===== src/design/awd_pkg.sv =====
// Shared types, constants and helpers for the adaptive hang watchdog.
// No dependencies; every other file of the block but awd_ram imports this package.
`default_nettype none

package awd_pkg;

   localparam int CHANNELS   = 8;
   localparam int WINDOW_MAX = 256;

   localparam int TIME_W   = 32;
   localparam int CH_W     = 3;
   localparam int CH_IDX_W = (CHANNELS > 1) ? $clog2(CHANNELS) : 1;
   localparam int PTR_W    = $clog2(WINDOW_MAX);
   localparam int CNT_W    = $clog2(WINDOW_MAX + 1);
   localparam int WIN_W    = 9;
   localparam int THR_W    = 12;
   localparam int PROD_W   = THR_W + TIME_W;
   localparam int ADDR_W   = CH_IDX_W + PTR_W;
   localparam int HIST_DEPTH = 1 << ADDR_W;

   localparam int STATUS_W = 2;
   localparam logic [STATUS_W-1:0] ST_STOPPED = 2'd0;
   localparam logic [STATUS_W-1:0] ST_RUNNING = 2'd1;
   localparam logic [STATUS_W-1:0] ST_HANGING = 2'd2;

   localparam int CSR_IDX_W  = 2;
   localparam int CSR_DATA_W = 12;
   localparam logic [CSR_IDX_W-1:0] CSR_WINDOW    = 2'd0;
   localparam logic [CSR_IDX_W-1:0] CSR_THRESHOLD = 2'd1;

   typedef struct packed {
      logic             start;
      logic [PTR_W-1:0] head;
      logic [CNT_W-1:0] count;
   } scan_cmd_type;

   typedef struct packed {
      logic              done;
      logic [TIME_W-1:0] gap;
   } scan_rsp_type;

   // Ring pointer wrap: sum is always below twice the ring size.
   function automatic logic [PTR_W-1:0] ptr_wrap(input logic [CNT_W:0] sum);
      logic [CNT_W:0] res;
      if (sum >= (CNT_W + 1)'(WINDOW_MAX)) begin
         res = sum - (CNT_W + 1)'(WINDOW_MAX);
      end else begin
         res = sum;
      end
      return res[PTR_W-1:0];
   endfunction

endpackage

`default_nettype wire


===== src/design/awd_gap_scan.sv =====
// Sequencer that walks one channel's history ring, one entry per cycle, and
// keeps the largest positive gap with a single subtract/compare unit. Uses awd_pkg.
`default_nettype none

module awd_gap_scan import awd_pkg::*; (
   input  wire logic              clock,
   input  wire logic              reset,
   input  wire scan_cmd_type      cmd,
   output scan_rsp_type           rsp,
   output logic                   rd_en,
   output logic [PTR_W-1:0]       rd_ptr,
   input  wire logic [TIME_W-1:0] rd_data
);

   logic              busy_ff, busy_in;
   logic              rd_vld_ff, rd_vld_in;
   logic              first_ff, first_in;
   logic [PTR_W-1:0]  ptr_ff, ptr_in;
   logic [CNT_W-1:0]  left_ff, left_in;
   logic [TIME_W-1:0] prev_ff, prev_in;
   logic [TIME_W-1:0] gap_ff, gap_in;
   logic [TIME_W-1:0] diff;
   logic              wider;
   logic              finish;

   assign rd_en  = busy_ff && (left_ff != '0);
   assign rd_ptr = ptr_ff;
   assign diff   = rd_data - prev_ff;
   assign wider  = !first_ff && (rd_data > prev_ff) && (diff > gap_ff);
   assign finish = busy_ff && (left_ff == '0) && !rd_vld_ff;

   assign rsp.done = finish;
   assign rsp.gap  = gap_ff;

   always_comb begin
      busy_in   = busy_ff;
      rd_vld_in = rd_en;
      first_in  = first_ff;
      ptr_in    = ptr_ff;
      left_in   = left_ff;
      prev_in   = prev_ff;
      gap_in    = gap_ff;
      priority if (cmd.start) begin
         busy_in   = 1'b1;
         rd_vld_in = 1'b0;
         first_in  = 1'b1;
         ptr_in    = cmd.head;
         left_in   = cmd.count;
         gap_in    = '0;
      end else if (busy_ff) begin
         if (rd_en) begin
            ptr_in  = ptr_wrap((CNT_W + 1)'(ptr_ff) + (CNT_W + 1)'(1));
            left_in = left_ff - CNT_W'(1);
         end
         // compare the returning entry against the one before it
         if (rd_vld_ff) begin
            prev_in  = rd_data;
            first_in = 1'b0;
            if (wider) begin
               gap_in = diff;
            end
         end
         if (finish) begin
            busy_in = 1'b0;
         end
      end else begin
         rd_vld_in = 1'b0;
      end
   end

   always_ff @(posedge clock) begin
      if (reset) begin
         busy_ff   <= 1'b0;
         rd_vld_ff <= 1'b0;
      end else begin
         busy_ff   <= busy_in;
         rd_vld_ff <= rd_vld_in;
      end
      first_ff <= first_in;
      ptr_ff   <= ptr_in;
      left_ff  <= left_in;
      prev_ff  <= prev_in;
      gap_ff   <= gap_in;
   end

endmodule

`default_nettype wire


===== config.mk =====
export PLATFORM = sky130hd
export DESIGN_NAME = awd_gap_scan
export DESIGN_NICKNAME = d
export VERILOG_FILES = /design/src/design/awd_pkg.sv /design/src/design/awd_gap_scan.sv
export SDC_FILE = /design/constraint.sdc
export NUM_CORES = 1
export LEC_CHECK = 0
export BUFFER_PORTS_ARGS = -buffer_cell sky130_fd_sc_hd__buf_2
export CORE_UTILIZATION = 45
export CTS_CLUSTER_DIAMETER = 150
export CTS_CLUSTER_SIZE = 30
export DETAILED_ROUTE_END_ITERATION = 10
export PLACE_DENSITY = 0.68
export SLEW_MARGIN = 0
export SYNTH_ARGS = -nofsm -noshare
export SYNTH_HDL_FRONTEND = slang
export SYNTH_SLANG_ARGS = --single-unit

===== constraint.sdc =====
create_clock -name clock -period 5.3 [get_ports clock]
set_input_delay 1.325 -clock clock [delete_from_list [all_inputs] [get_ports clock]]
set_output_delay 1.325 -clock clock [all_outputs]
set_load 0.01 [all_outputs]

# Yosys cells after proc, flatten, opt, wreduce, memory -nomap -nowiden
# Cells that the tools add are included.
# word_totals
regBits	84
output_inout_bits	42
word_cells	42
in_bits	52
# classes
n_bitwise	2
n_reduce_logical	16
muxes	10
n_lt_le_gt_ge	3
addsub	4
# op_table
cell	count
$gt 32x32->1	2
$mux 8	4
$sub 32x32->32	1
$mux 9	3
$add 8x1->9 const B	1
$ge 9x9->1 const B	1
$logic_not 9->1	1
$reduce_bool 9->1	1
$sub 9x1->9 const B	1
$sub 8x1->8 const B	1
$reduce_and 3->1	2
$logic_and 1x1->1	5
$reduce_and 2->1	2
$reduce_bool 2->1	2
$mux 1	3
$reduce_or 3->1	1
$logic_not 1->1	2
$not 1->1	2

# Logic depth before layout (Yosys ltp)
# Gate-level depths: netlist of the first run.
# depth
ltp_word	6
mapped_depth	22
mapped_depth_nobuf	20

# Worst setup path after synthesis of the first run
# No wires, ideal clock.
# synth_timing
path_type	input port to flip-flop
startpoint	in rd_data[13]
endpoint	reg gap_ff[29]
n_path_buf	1
arrival_ps	5113
t_required_ps	5205
path_stages	19
path_slack_ps	92
setup_ps	95
cell_sequence	ha_1 > buf_2 > a211oi_1 > nand2_1 > a311oi_1 > a211oi_1 > o21ai_0 > o221ai_1 > or2_2 > xor2_1 > ha_1 > nand4_1 > nor4_1 > nand2_1 > a31oi_2 > o211ai_2 > or2_4 > or4_1 > o311ai_1
# synth_between
elab_chain_cells	4
elab_cells_between_ends	6
classes_between	1 x add/sub; 2 x order compare; 3 x reduce/logical
# synth_rtl
element	line	text
start: declaration	awd_gap_scan.sv:12	input wire logic [TIME_W-1:0] rd_data
$sub 32x32->32	awd_gap_scan.sv:28	assign diff = rd_data - prev_ff;
via diff[30]	awd_gap_scan.sv:22	logic [TIME_W-1:0] diff;
$gt 32x32->1	awd_gap_scan.sv:29	assign wider = !first_ff && (rd_data > prev_ff) && (diff > gap_ff);
$logic_and 1x1->1	awd_gap_scan.sv:29	
$reduce_and 3->1 (no source line)	n/a	
end signal: assignment	awd_gap_scan.sv:83	gap_ff <= gap_in;
end: declaration	awd_gap_scan.sv:21	logic [TIME_W-1:0] gap_ff, gap_in;
# The timed path passes the listed nets, and every way through them passes these cells.
# A chain may end at the register's enable or synchronous reset.

# Worst setup path after layout of the first run
# layout_timing
startpoint	in rd_data[8]
endpoint	reg gap_ff[13]
# layout_between
elab_chain_cells	4
elab_cells_between_ends	6
classes_between	1 x add/sub; 2 x order compare; 3 x reduce/logical
# layout_rtl
element	line
$sub 32x32->32 (*)	awd_gap_scan.sv:28
via diff[13]	awd_gap_scan.sv:22
$gt 32x32->1	awd_gap_scan.sv:29
$logic_and 1x1->1	awd_gap_scan.sv:29
$reduce_and 3->1 (no source line)	n/a
# The timed path passes the listed nets; every way through them passes the cells marked *.

==> metrics.md, run 1 <==
| Metric | Value |
|---|---|
| Max_slew headroom | `~46%` |
| Run status | `complete, but fails checks` |
| Post-route ant nets | `0` |
| Kind of capture point of the worst setup path | `flop` |
| Number of max-capacitance violations reported | `0` |
| Combined global-route utilization of all metal layers | `a little under a quarter` |
| Clock transition time at the flip-flop clock pins of the worst setup and hold paths | `0.06 ns` |
| Count of state elements after synthesis | `84` |
| Last weighted congestion value of the routability-driven placer | `approximately 0.89` |
| Ys async rst share | `0%` |
| Buffer depth of the longest clock path | `2` |
| Endpoint arrival time on the critical path | `~5.3 ns` |
| Number of global-route vias before repair | `about 5000` |
| Cell area reported after detailed placement | `slightly below 7000 µm²` |
| Top cell type's share of synthesized area | `25.3%` |
| Synth Flop Type | `sky130_fd_sc_hd__edfxtp_1` |
| Max Fclk | `between 150 and 200 MHz` |
| Worst skew pair latency | `about 0.35 ns` |
| Vertical die dimension | `116 µm` |
| Fraction of layout cells with a size suffix above 1 | `between 20% and 30%` |
| Wire length per cell after detailed routing | `roughly 15 µm` |
| Number of DRC markers after the initial detailed-route iteration | `slightly below 200` |
| Post-Syn Area per Cell | `a little under 9 µm²` |
| Largest area contributor in the synthesized netlist | `sky130_fd_sc_hd__edfxtp_1` |
| CP Launch Type | `input port` |
| Type of the most critical hold path | `flop to flop` |
| Number of rows in the core area | `a little over 40` |
| Die Span X | `116 µm` |
| Share of the clock period used by the worst path after layout | `approximately 96%` |
| Number of enable flip-flop cells after synthesis | `between 40 and 50` |
| Violations in the final reports | `DRC` |
| Number of clock sinks | `84` |
| Netlist area before placement | `~5800 µm²` |
| CTS tree | `yes` |
| Number of different library cells in the post-synthesis netlist | `63` |
| First-pass GRT wire length | `~23000 µm` |
| Number of hold violations in the final report | `0` |
| Count of mapped cells out of synthesis | `660` |
| Number of max-slew violations in the final report | `0` |
| Total global routing overflow | `0` |
| DRT Wirelength | `~15000 µm` |
| Worst hold slack | `0.475 ns` |
| Power density over cell area | `~240 nW/µm²` |
| Number of vias after detailed routing | `between 5000 and 6000` |
| Detailed placement HPWL | `~12000 µm` |
| Routed vias/inst | `roughly 5.3` |
| Area contributors post-synth | `sky130_fd_sc_hd__edfxtp_1, sky130_fd_sc_hd__ha_1, sky130_fd_sc_hd__dfxtp_1, sky130_fd_sc_hd__nand2_1, sky130_fd_sc_hd__a21oi_1` |
| Synth Net Count | `just under 800` |
| Number of buffers inserted by port buffering | `93` |
| Share of the yosys chip area belonging to registers | `37.3%` |
| Top cell types by occurrence after synthesis | `sky130_fd_sc_hd__nand2_1, sky130_fd_sc_hd__inv_1, sky130_fd_sc_hd__ha_1` |
| Net count reported at finish | `approximately 920` |
| Largest clock skew in the final design | `roughly 0.004 ns` |
| Die area | `13400 µm²` |
| Area delta synth->final | `25.1%` |
| Count of boundary I/O pins | `94` |
| TritonRoute pass-1 iters | `8` |
| Most frequently used cell type in the post-synthesis netlist | `sky130_fd_sc_hd__nand2_1` |
| Largest voltage drop on the vdd net | `~170 µV` |
| Total leakage power | `~3.1 nW` |
| DRC errors left | `2` |
| Placeable core area | `about 13000 µm²` |
| Root Driver | `sky130_fd_sc_hd__clkbuf_16` |
| Deepest level of the CTS H-tree | `3` |
| Critical path peak fanout | `5` |
| Transition time at the pin with the least slew margin | `around 0.82 ns` |
| Number of antenna violations at the first check in global routing | `0` |
| Final count of negative-setup-slack endpoints | `0` |
| Initial Util | `46.1%` |
| Largest net degree at the start of global routing | `57` |
| Critical path class | `input port to flop` |
| WP data required | `between 5 and 6 ns` |
| Number of hold buffers added after CTS | `0` |
| Shortest clock period the worst path allows after layout | `roughly 5.1 ns` |
| # diodes | `0` |
| Synthesis warning total | `0` |
| Fin area | `roughly 7300 µm²` |
| Number of clock buffers inserted by TritonCTS | `9` |
-- flip-flops by register name (all words and copies together), names as in the netlist --
| name | count |
|---|---|
| prev_ff | 32 |
| rd_ptr | 8 |
| left_ff | 9 |
| first_ff | 1 |
| busy_ff | 1 |
| rd_vld_ff | 1 |
| gap_ff | 32 |
-- cell type report --
type	count	area, µm²
Fill cell	1165	5340
Multi-Input combinational cell	480	3360
Sequential cell	84	2170
Timing Repair Buffer	155	938
Inverter	74	278
Clock buffer	9	225
Tap cell	172	215
Clock inverter	7	90.1
-- report_power, final --
part	switching, mW	internal [mW]	leakage [nW]
Sequential	0.0161	0.715	0.744
Clock	0.268	0.411	0.153
Combinational	0.189	0.158	2.25
Total	0.474	1.28	3.15
-- cell usage in the layout (no fill, tap or decap), types with 4 or more instances in the layout --
cell                        Yosys  routed
sky130_fd_sc_hd__buf_2          4      93
sky130_fd_sc_hd__nand2_1       90      90
sky130_fd_sc_hd__inv_1         73      73
sky130_fd_sc_hd__ha_1          66      65
sky130_fd_sc_hd__buf_4          1      60
sky130_fd_sc_hd__a21oi_1       56      55
sky130_fd_sc_hd__edfxtp_1      49      49
sky130_fd_sc_hd__dfxtp_1       35      35
sky130_fd_sc_hd__nor2_1        37      34
sky130_fd_sc_hd__o21ai_0       32      30
sky130_fd_sc_hd__xnor2_1       25      25
sky130_fd_sc_hd__xor2_1        17      17
sky130_fd_sc_hd__nand4_1       16      16
sky130_fd_sc_hd__a21o_1        15      15
sky130_fd_sc_hd__nand3_1       10      10
sky130_fd_sc_hd__nor3_1         9       9
sky130_fd_sc_hd__clkbuf_16      0       9
sky130_fd_sc_hd__a211oi_1      10       8
sky130_fd_sc_hd__nor2b_1        7       7
sky130_fd_sc_hd__nand2b_1       6       6
sky130_fd_sc_hd__o21a_1         6       6
sky130_fd_sc_hd__and3_1         5       5
sky130_fd_sc_hd__nor4_1         5       5
sky130_fd_sc_hd__a31oi_1        7       5
sky130_fd_sc_hd__o21bai_1       5       5
sky130_fd_sc_hd__a22o_1         4       4
sky130_fd_sc_hd__a211oi_2       2       4
sky130_fd_sc_hd__o21ai_1        3       4
-- stage by stage --
| step | util (%) | std cells | setup TNS [ns] | setup slack, ns | total power, mW |
|---|---|---|---|---|---|
| floorplan | - | 660 | 0 | 0.0918 | 0.955 |
| global placement | 54.1 | 963 | -2.77 | -0.110 | 1.07 |
| detailed placement | 54.1 | 963 | -5.31 | -0.207 | 1.08 |
| CTS | 56.6 | 979 | 0 | 0.139 | 1.76 |
| global route | 57.7 | 981 | -0.0470 | -0.0229 | 1.83 |
| finish | 57.7 | 981 | 0 | 0.217 | 1.76 |
-- routing by layer --
layer | GRT usage [%] | routed length, µm | vias to the layer above
met5 | 0 | 0 | -
met4 | 8.55 | 249 | 0
met3 | 4.34 | 700 | 21
met2 | 37.3 | 6890 | 155
met1 | 29.4 | 7050 | 2412
li1 | - | - | 2630
-- logic make-up after synthesis --
family	Yosys count	synth area share (%)
AND/OR/NAND/NOR	204	16.5
AO/OA/AOI/OAI	165	18.1
buffers and inverters	96	6.86
flip-flops	84	37.3
adder cells (fa/ha/maj)	67	14.5
XOR/XNOR	42	6.32
multiplexers	2	0.366
-- final timing paths --
check / start / to / slack, ns / depth (start not counted)
setup / recovery: rd_data[8] / gap_ff[13]$_SDFFE_PP0P_ / 0.22 / 18
hold / removal: first_ff$_SDFFE_PP1P_ / first_ff$_SDFFE_PP1P_ / 0.48 / 2
setup reg to reg: prev_ff[1]$_DFFE_PP_ / gap_ff[13]$_SDFFE_PP0P_ / 0.90 / 18
hold reg to reg: first_ff$_SDFFE_PP1P_ / first_ff$_SDFFE_PP1P_ / 0.48 / 2
-- worst max-delay path, cell delays in order --
cell                       delay [ns]
sky130_fd_sc_hd__buf_2           0.11
sky130_fd_sc_hd__ha_1            0.33
sky130_fd_sc_hd__a21oi_1         0.15
sky130_fd_sc_hd__o21ai_0         0.12
sky130_fd_sc_hd__or3_1           0.36
sky130_fd_sc_hd__o21ai_0         0.27
sky130_fd_sc_hd__o21bai_1        0.09
sky130_fd_sc_hd__a21oi_1         0.32
sky130_fd_sc_hd__xnor2_1         0.11
sky130_fd_sc_hd__ha_1            0.28
sky130_fd_sc_hd__nand3_1         0.10
sky130_fd_sc_hd__or4_1           0.53
sky130_fd_sc_hd__a21o_1          0.18
sky130_fd_sc_hd__a31oi_2         0.17
sky130_fd_sc_hd__o211ai_2        0.10
sky130_fd_sc_hd__or2_4           0.28
sky130_fd_sc_hd__or4_4           0.42
sky130_fd_sc_hd__o311ai_2        0.09
-- what timing repair did --
action	4_1_cts	5_1_grt
setup endpoints to repair	0	32
resized for setup	0	24
setup buffers	0	2
Power figures use the tool's default switching activity.
==> run 2, diff against run 1 <==
--- a/config.mk
+++ b/config.mk
@@ -10,7 +10,8 @@
 export CTS_CLUSTER_DIAMETER = 150
 export CTS_CLUSTER_SIZE = 30
 export DETAILED_ROUTE_END_ITERATION = 10
-export PLACE_DENSITY = 0.68
+export PLACE_DENSITY = 0.66
+export RECOVER_POWER = 25
 export SLEW_MARGIN = 0
 export SYNTH_ARGS = -nofsm -noshare
 export SYNTH_HDL_FRONTEND = slang
==> constraint.sdc (replaced) <==
create_clock -name clock -period 4.8 [get_ports clock]
set_input_delay 1.2 -clock clock [delete_from_list [all_inputs] [get_ports clock]]
set_output_delay 1.2 -clock clock [all_outputs]
set_load 0.01 [all_outputs]
==> run 2 against run 1 <==
The run ends with DRC, setup timing left. Routed wire length rose by 8.4%. Non-clock buffer count rose by 62. Critical path depth rose by 7. Flip-flop and latch count did not move. Combinational power rose by 33%. Die area did not move. Core utilization rose by 6.3 points. Sequential power rose by 10%. Clock power fell by 3%. Hold slack got worse by 0.0051 ns. Largest power group unchanged. Largest cell class unchanged. Total power rose by 9.7%. Critical path type unchanged. Final cell count rose by 6.3%.
==> metrics.md, run 2 (synthesized netlist as in run 1, its figures left out) <==
| Metric | Value |
|---|---|
| Run status | `complete, but fails checks` |
| Violations in the final reports | `DRC, setup timing` |
| Most common cell after layout, fill and taps aside | `sky130_fd_sc_hd__buf_4` |
| Number of clock sinks | `84` |
| Worst skew pair latency | `0.35 ns` |
| Die Span X | `~120 µm` |
| TritonRoute pass-1 iters | `9` |
| Maximum cell stage delay along the critical path | `0.42 ns` |
| Net count reported at finish | `985` |
| Number of buffers and inverters on the critical path | `7` |
| Number of antenna violations at the first check in global routing | `0` |
| Fraction of power consumed by combinational cells | `23.8%` |
| Cell occurring most often along the worst timing path | `sky130_fd_sc_hd__buf_4` |
| Shortest clock period the worst path allows after layout | `4.90 ns` |
| Deepest level of the CTS H-tree | `3` |
| Critical path class | `input port to flop` |
| Number of global-route vias before repair | `around 5400` |
| Top Family by Delay on Critical Path | `compound AO/OA/AOI/OAI gates` |
| DRC errors left | `2` |
| Largest net degree at the start of global routing | `55` |
| Power density over cell area | `about 240 nW/µm²` |
| Launch instance of the worst min-delay path | `gap_ff[12]$_SDFFE_PP0P_` |
| Number of stages on the worst setup path | `25` |
| Transition time at the pin with the least slew margin | `about 0.70 ns` |
| WP data required | `about 5 ns` |
| Commonest non-fill, non-tap cells in the layout | `sky130_fd_sc_hd__buf_4, sky130_fd_sc_hd__nand2_1, sky130_fd_sc_hd__inv_1, sky130_fd_sc_hd__buf_2, sky130_fd_sc_hd__ha_1` |
| Placement-stage worst setup slack | `-0.652 ns` |
| Reported net switching power | `between 0.5 and 0.6 mW` |
| Unrepaired setup endpoints after global routing | `true` |
| Routed vias/inst | `between 5 and 6` |
| CP Launch Type | `input port` |
| Number of max-capacitance violations reported | `0` |
| Detailed placement HPWL | `around 12000 µm` |
| Number of rows in the core area | `around 40` |
| Critical path peak fanout | `5` |
| Registers with the highest flip-flop counts | `gap_ff (32), prev_ff (32), left_ff (9)` |
| Final count of negative-setup-slack endpoints | `32` |
| Sequential cell fraction of total power | `between 40% and 50%` |
| Number of clock buffers inserted by TritonCTS | `9` |
| Worst-case reg-to-reg path depth | `23` |
| Net Sw Frac | `between 20% and 30%` |
| Number of max-slew violations in the final report | `0` |
| Number of DRC markers after the initial detailed-route iteration | `around 270` |
| Total leakage power | `~3.4 nW` |
| DRT Wirelength | `~16000 µm` |
| Type of the most critical hold path | `flop to flop` |
| Endpoint arrival time on the critical path | `about 5.2 ns` |
| Buffer depth of the longest clock path | `2` |
| Count of cells along the worst hold path | `2` |
| Setup tns final | `-1.65 ns` |
| Die area | `around 13000 µm²` |
| Count of boundary I/O pins | `94` |
| Kind of capture point of the worst setup path | `flop` |
| Fraction of layout cells with a size suffix above 1 | `between 30% and 40%` |
| Root Driver | `sky130_fd_sc_hd__clkbuf_16` |
| Wire length per cell after detailed routing | `between 15 and 20 µm` |
| Share of the clock period used by the worst path after layout | `102%` |
| Max_slew headroom | `a little over half` |
| Number of buffers inserted by port buffering | `between 90 and 100` |
| Clock transition time at the flip-flop clock pins of the worst setup and hold paths | `about 0.070 ns` |
| Largest voltage drop on the vdd net | `approximately 180 µV` |
| Internal power contribution | `between 1 and 1.5 mW` |
| First element of the critical path | `rd_data[0]` |
| Worst-case setup margin in the final layout | `-0.104 ns` |
| Largest clock skew in the final design | `around 0.010 ns` |
| Last weighted congestion value of the routability-driven placer | `0.937` |
| Max Fclk | `204 MHz` |
| Initial Util | `46.1%` |
| Startpoint of the worst-slack reg-to-reg timing path | `prev_ff[0]$_DFFE_PP_` |
| Placeable core area | `around 13000 µm²` |
| Combined global-route utilization of all metal layers | `between 20% and 30%` |
| Post-route ant nets | `0` |
| Total global routing overflow | `0` |
| # diodes | `0` |
| Part of the total power dissipated in the clock network | `approximately 34%` |
| Number of hold buffers added after CTS | `0` |
| First-pass GRT wire length | `~25000 µm` |
| Number of hold violations in the final report | `0` |
| Area delta synth->final | `38.6%` |
| Vertical die dimension | `approximately 120 µm` |
| CP max-delay cell | `sky130_fd_sc_hd__fa_2` |
| CTS tree | `yes` |
| Register-to-register setup slack | `~0.38 ns` |
| Number of vias after detailed routing | `between 5000 and 6000` |
-- run 2: cell types whose count changed in the layout (fill, tap and decap cells not counted), moves of 9 or more --
cell / before / now
sky130_fd_sc_hd__buf_4: 60 / 116
sky130_fd_sc_hd__clkbuf_1: 0 / 30
sky130_fd_sc_hd__buf_2: 93 / 64
sky130_fd_sc_hd__nand2_1: 90 / 79
sky130_fd_sc_hd__nand2_2: 0 / 11
sky130_fd_sc_hd__ha_1: 65 / 56
sky130_fd_sc_hd__ha_4: 0 / 9
-- run 2: per-stage QoR --
stage               hold WS, ns  utilization, %  cell area, µm²  std cells  total power [mW]
finish                    0.470            63.9            8070       1043              1.93
global route              0.497            63.9            8070       1043              2.02
CTS                       0.461            61.9            7810       1037              1.92
detailed placement        0.452            58.1            7330       1014              1.24
global placement          0.435            58.1            7330       1014              1.23
floorplan                 0.423               -            5930        660              1.06
-- run 2: worst register-to-register path: cells and delay by family (launching register included) --
| kind | cells | cell delay [ns] |
|---|---|---|
| compound gates | 10 | 1.65 |
| xor+xnor | 1 | 0.15 |
| fa+ha+maj | 3 | 0.88 |
| buf+inv | 5 | 0.80 |
| flops | 1 | 0.43 |
| simple gates | 4 | 0.44 |
-- run 2: power by group through the flow --
stage | Sequential, mW | Combinational [mW] | Clock, mW
CTS | 0.807 | 0.439 | 0.677
detailed placement | 0.823 | 0.422 | 0
global route | 0.810 | 0.509 | 0.703
finish | 0.807 | 0.460 | 0.661
floorplan | 0.824 | 0.240 | 0
global placement | 0.821 | 0.411 | 0
-- run 2: final timing paths --
path                        endpoint
max           gap_ff[1]$_SDFFE_PP0P_
min          gap_ff[12]$_SDFFE_PP0P_
max reg2reg   gap_ff[1]$_SDFFE_PP0P_
min reg2reg  gap_ff[12]$_SDFFE_PP0P_
-- run 2: timing repair --
action	CTS	global route
setup buffers	7	5
pin swaps	14	31
gates resized for setup	23	58
setup endpoints to repair	32	32
gates cloned	0	1
-- run 2: area by class of cell --
| type | instances | area [µm²] |
|---|---|---|
| repair buffers | 217 | 1440 |
| multi-input cells | 480 | 3680 |
| well taps | 172 | 215 |
| flip-flops and latches | 84 | 2170 |
| clock inverters | 4 | 22.5 |
| fillers | 1111 | 4550 |
| clock buffers | 12 | 258 |
| inverters | 74 | 280 |
-- run 2: metal layers --
layer,global-route usage [%],wire (µm)
met5,0,0
met4,11.4,430
met3,3.82,773
met2,40.2,7410
met1,31.3,7520
